### src/rtl/kcs_pkg.sv
package kcs_pkg;

  // table geometry and field widths
  localparam int MAX_KEYS = 64;
  localparam int IDX_W    = 6;
  localparam int CNT_W    = 7;
  localparam int TIME_W   = 17;
  localparam int VAL_W    = 32;
  localparam int LANES    = 3;

  // interpolation datapath widths
  localparam int DIFF_W = VAL_W + 1;           // v1 - v0
  localparam int MAG_W  = TIME_W + VAL_W;      // |dt * (v1 - v0)| <= 2^48
  localparam int QUO_W  = VAL_W + 1;           // quotient never exceeds |v1 - v0|
  localparam int PROD_W = 2 * VAL_W;           // value times scale

  // stream payload widths
  localparam int IN_DATA_W  = 168;
  localparam int OUT_DATA_W = 104;

  localparam logic [TIME_W-1:0] TIME_ONE = 17'h10000;
  localparam logic [CNT_W-1:0]  MIN_KEYS = 7'd2;

  // configuration register indexes, selected by paddr[2]
  localparam logic REG_KEY_COUNT = 1'b0;
  localparam logic REG_DIMS      = 1'b1;

  typedef enum logic [1:0] {
    ST_OK     = 2'd0,
    ST_RANGE  = 2'd1,
    ST_BEYOND = 2'd2,
    ST_ZERO   = 2'd3
  } status_t;

  // input kind carried on tuser
  localparam logic MODE_LOAD   = 1'b0;
  localparam logic MODE_SAMPLE = 1'b1;

  // commands from the controller to the datapath
  typedef struct packed {
    logic       cap;          // capture sample time and scale, seed the search index
    logic       wr;           // write one key into the tables
    logic       restart;      // search index back to key 0
    logic [1:0] raddr_off;    // time table read at index plus offset
    logic       tc_load;      // hold the time read as the segment start
    logic       c_inc;        // advance the search index
    logic       cursor_load;  // keep the search index for the next sample
    logic       seg_load;     // latch time offset and segment span
    logic       set_st;
    status_t    st;
    logic       vaddr_off;    // value tables read at index plus offset
    logic       v0_load;
    logic       v1_load;
    logic       mul_load;
    logic       div_start;
    logic       add_load;
    logic       scale_load;
    logic       out_load;
  } kcs_cmd_t;

  // status from the datapath to the controller
  typedef struct packed {
    logic mode;       // kind of the item on offer
    logic t_big;      // offered sample time above 1.0
    logic tc_gt;      // time read lies after the sample time
    logic c_zero;     // search index is key 0
    logic t_gt_dn;    // sample time lies after the time read
    logic c_last;     // search index is at the last segment
    logic dn_eq_tc;   // next key time equals segment start
    logic div_done;
    logic out_free;
  } kcs_sts_t;

endpackage

### src/rtl/kcs_ctrl.sv
module kcs_ctrl import kcs_pkg::*; (
  input  logic     clk,
  input  logic     rst,
  input  logic     s_tvalid,
  output logic     s_tready,
  input  kcs_sts_t sts,
  output kcs_cmd_t cmd
);

  typedef enum logic [13:0] {
    S_IDLE   = 14'b00000000000001,
    S_SEEK   = 14'b00000000000010,
    S_CHECK  = 14'b00000000000100,
    S_WALK   = 14'b00000000001000,
    S_VREAD0 = 14'b00000000010000,
    S_VREAD1 = 14'b00000000100000,
    S_VREAD2 = 14'b00000001000000,
    S_MULT   = 14'b00000010000000,
    S_DSTART = 14'b00000100000000,
    S_DIVIDE = 14'b00001000000000,
    S_ADDV   = 14'b00010000000000,
    S_SCALE  = 14'b00100000000000,
    S_RESULT = 14'b01000000000000,
    S_SPARE  = 14'b10000000000000
  } state_t;

  state_t state, state_next;

  always_ff @(posedge clk) begin
    if (rst) begin
      state <= S_IDLE;
    end else begin
      state <= state_next;
    end
  end

  assign s_tready = (state == S_IDLE);

  // sequencing of search, interpolation and result
  always_comb begin
    state_next = state;
    cmd        = '0;
    case (state)
      S_IDLE: begin
        if (s_tvalid) begin
          if (sts.mode == MODE_LOAD) begin
            cmd.wr = 1'b1;
          end else begin
            cmd.cap = 1'b1;
            if (sts.t_big) begin
              cmd.restart = 1'b1;
              cmd.set_st  = 1'b1;
              cmd.st      = ST_RANGE;
              state_next  = S_RESULT;
            end else begin
              state_next = S_SEEK;
            end
          end
        end
      end
      S_SEEK: begin
        cmd.raddr_off = 2'd0;
        state_next    = S_CHECK;
      end
      S_CHECK: begin
        if (sts.tc_gt) begin
          if (sts.c_zero) begin
            cmd.set_st      = 1'b1;
            cmd.st          = ST_RANGE;
            cmd.cursor_load = 1'b1;
            state_next      = S_RESULT;
          end else begin
            cmd.restart = 1'b1;
          end
        end else begin
          cmd.tc_load   = 1'b1;
          cmd.raddr_off = 2'd1;
          state_next    = S_WALK;
        end
      end
      S_WALK: begin
        if (sts.t_gt_dn) begin
          if (sts.c_last) begin
            cmd.set_st      = 1'b1;
            cmd.st          = ST_BEYOND;
            cmd.cursor_load = 1'b1;
            state_next      = S_RESULT;
          end else begin
            cmd.c_inc     = 1'b1;
            cmd.tc_load   = 1'b1;
            cmd.raddr_off = 2'd2;
          end
        end else if (sts.dn_eq_tc) begin
          cmd.set_st      = 1'b1;
          cmd.st          = ST_ZERO;
          cmd.cursor_load = 1'b1;
          state_next      = S_RESULT;
        end else begin
          cmd.cursor_load = 1'b1;
          cmd.seg_load    = 1'b1;
          state_next      = S_VREAD0;
        end
      end
      S_VREAD0: begin
        cmd.vaddr_off = 1'b0;
        state_next    = S_VREAD1;
      end
      S_VREAD1: begin
        cmd.vaddr_off = 1'b1;
        cmd.v0_load   = 1'b1;
        state_next    = S_VREAD2;
      end
      S_VREAD2: begin
        cmd.v1_load = 1'b1;
        state_next  = S_MULT;
      end
      S_MULT: begin
        cmd.mul_load = 1'b1;
        state_next   = S_DSTART;
      end
      S_DSTART: begin
        cmd.div_start = 1'b1;
        state_next    = S_DIVIDE;
      end
      S_DIVIDE: begin
        if (sts.div_done) begin
          state_next = S_ADDV;
        end
      end
      S_ADDV: begin
        cmd.add_load = 1'b1;
        state_next   = S_SCALE;
      end
      S_SCALE: begin
        cmd.scale_load = 1'b1;
        state_next     = S_RESULT;
      end
      S_RESULT: begin
        if (sts.out_free) begin
          cmd.out_load = 1'b1;
          state_next   = S_IDLE;
        end
      end
      default: begin
        state_next = S_IDLE;
      end
    endcase
  end

endmodule

### config.mk
export PLATFORM = sky130hd
export DESIGN_NAME = kcs_ctrl
export DESIGN_NICKNAME = d
export VERILOG_FILES = /design/src/rtl/kcs_pkg.sv /design/src/rtl/kcs_ctrl.sv
export SDC_FILE = /design/constraint.sdc
export NUM_CORES = 1
export LEC_CHECK = 0
export ABC_AREA = 1
export BUFFER_PORTS_ARGS = -buffer_cell sky130_fd_sc_hd__buf_4
export CAP_MARGIN = 15
export CORE_MARGIN = 2
export CORE_UTILIZATION = 28
export DETAILED_ROUTE_END_ITERATION = 8
export GPL_ROUTABILITY_DRIVEN = 0
export PLACE_DENSITY = 0.46
export SLEW_MARGIN = 20
export SYNTH_ARGS = -nofsm -noshare
export SYNTH_HDL_FRONTEND = slang
export SYNTH_SLANG_ARGS = --single-unit
### constraint.sdc
create_clock -name clk -period 1.6 [get_ports clk]
set_input_delay 0.32 -clock clk [delete_from_list [all_inputs] [get_ports clk]]
set_output_delay 0.32 -clock clk [all_outputs]
set_load 0.05 [all_outputs]
==> run metrics <==
CP Max Fanout=7; clk root buf=clkbuf_8; status=finished, violations left; Critical Path RT=1.28 ns; FF-to-FF End=state[8]; cells after synthesis=178; DR iter-0 viols=36; worst vdd ir=821 uV; DRC violations left=0; syn avg cell area=6.26 um^2; final hold violations=0; M3 GR Usage=3.38%; top cells by area, synth=dfxtp_1, nand2_1, inv_1; Final Critical Period=1.89 ns; WHS Endpoint=state[3]; total global-route track usage=16.6%; clk sinks=13; die width=67.1 um; largest reg by FF count=state; Skew-Pair Late Insertion Delay=0.24 ns; critical path endpoint category=output port; ANT nets after route=0; Layout Area Growth over Synthesis=85.6%; #FFs+latches synth=13; DP HPWL=2620 um; final antenna diode count=0; Final Instance Area=2070 um^2; largest net degree at the start of global routing=8; detailed-router iteration count before antenna repair=4; nets=264; most instantiated library cell after synthesis=nand2_1; Max-Cap Viols=0; worst slew pin tran=0.285 ns; Die Y=67.1 um; max reg flops=13; Top Ports=33; RSZ-0062 raised after global routing=yes; Worst Hold Launch=rst; P per Cell Area=1470 nW/um^2; vias in the first global route=1307; Startpoint Class=register; met2 GRT Util=29.7%; first-pass GRT wire length=5690 um; GR Util met1=20.5%; flop2flop setup slack=-0.17 ns; dpl cell area=1690 um^2; Post-synth EDFFs=0; fin crit share=118%; CTS tree=done; Worst Setup Path Type=register to output port; CTS H-tree depth=1; share of layout cells above drive strength 1=65.7%; Synth Net Count=190; Slew HR=80.9%; Worst Skew=0.00308 ns; gr busiest metal=met2; Max clock buf depth=2; # rows=22; worst r2r src=state[11]; top_reg_cell synth=dfxtp_1; top cell type by total area after synthesis=dfxtp_1; largest registers=state: 13 flops; pre-CTS WS=-0.155 ns; die area=4500 um^2; Leak=0.00104 uW; CORE AREA=3740 um^2; Post-Route WL=3380 um; Post-synth top cells=nand2_1, inv_1, nor2_1; post-synthesis sequential area ratio=23.3%; CTS Buf Count=3; Final Setup Violations=33; overall via count from detail_route=1280; violated checks=setup timing; Syn Std Cell Area=1110 um^2; gr ovfl total=0; fraction of registers with async set/reset=0%; reg2reg path depth=14; Ys Warns=0; library cells used by synthesis=22; antenna violations before repair=0; cts-stage hold buffer count=0; Initial Util=29.8%; DR vias/cell=4.28; min-delay worst type=input port to register; clk slew on worst S/H paths=0.06 ns; hold depth=2; final worst setup slack=-0.291 ns; CP arrival=1.57 ns; area share of the largest cell type after synthesis=23.3%; number of port buffers=32; maximum clock frequency=0.529 GHz; pins over their slew limit=0; WL/cell=11.3 um
==> worst max path at each step <==
stage,cells past startpoint,end,from
CTS,11,cmd[10],state[0]
finish,10,cmd[10],state[11]
global route,10,cmd[10],state[11]
global placement,8,cmd[11],state[8]
floorplan,10,cmd[10],state[11]
detailed placement,8,cmd[11],state[8]
==> placed cells by master (no fill, tap or decap), types with 3 or more instances in the layout <==
cell type  synthesis  routed
buf_4              1      49
clkbuf_8           0       3
inv_1             32      23
nor2_4             7      13
nor2_2            11      19
buf_8              0       9
nor2_1            30      16
dfxtp_2            0       7
nand2_4            5       8
nand2_2            5      13
dfxtp_4            0       3
dfxtp_1           13       3
buf_6              1      13
nand3_2            2       5
nand2_1           36      24
nand3_1           16      13
inv_2              5      10
==> final cells by class <==
class                           count  area, um^2
Multi-Input combinational cell    126         883
Tap cell                           48        60.1
Clock buffer                        4        45.0
Timing Repair Buffer               71         649
Sequential cell                    13         280
Fill cell                         395        1670
Inverter                           37         151
==> repair_timing <==
action                                  CTS  global route
resized for setup                        44            37
hold endpoints to repair                  0             0
gates cloned                              0             0
pin swaps                                13             8
setup buffers                             7             5
endpoints found under the setup margin   30            33
==> cells by family (layout without fill, tap and decap cells) <==
| group | Yosys count | count (layout) | share of synthesized area [%] |
|---|---|---|---|
| AND/OR/NAND/NOR | 121 | 121 | 60.0 |
| buffers and inverters | 39 | 112 | 14.1 |
| flip-flops | 13 | 13 | 23.3 |
| AO/OA/AOI/OAI | 5 | 5 | 2.47 |
==> stage by stage <==
| stage | hold WS (ns) | power, uW | util (%) | instances | setup TNS [ns] |
|---|---|---|---|---|---|
| finish | 0.261 | 3040 | 55.3 | 299 | -6.26 |
| global route | 0.268 | 3270 | 55.3 | 299 | -9.66 |
| CTS | 0.256 | 2870 | 51.6 | 294 | -5.55 |
| detailed placement | 0.509 | 2250 | 45.1 | 283 | -1.30 |
| global placement | 0.515 | 2240 | 45.1 | 283 | -0.853 |
| floorplan | 0.392 | 1710 | - | 178 | -1.06 |
==> per-layer routing <==
layer	up-vias	wire, um	share of wire, %
met5	-	0	0
met4	0	27	0.80
met3	4	72	2.1
met2	14	1800	53
met1	586	1480	44
li1	676	-	-
==> worst max-delay path, cell delays in order (launching register included) <==
cell and delay [ns]:
dfxtp_2 0.33, nor2_4 0.15, nand2_4 0.09, nor2_8 0.15
nand2_4 0.08, nor2_4 0.09, nand2_2 0.07, nand2_2 0.08
inv_4 0.05, o21ai_4 0.05, buf_6 0.17
==> power breakdown <==
group          leakage (uW)  switching, uW  total [uW]  internal [uW]
Clock             0.0000228            115         291            176
Sequential         0.000111           63.8         456            392
Combinational      0.000910           1340        2300            960
Total               0.00104           1520        3040           1530
No activity file was read; power rests on OpenSTA's default activity.
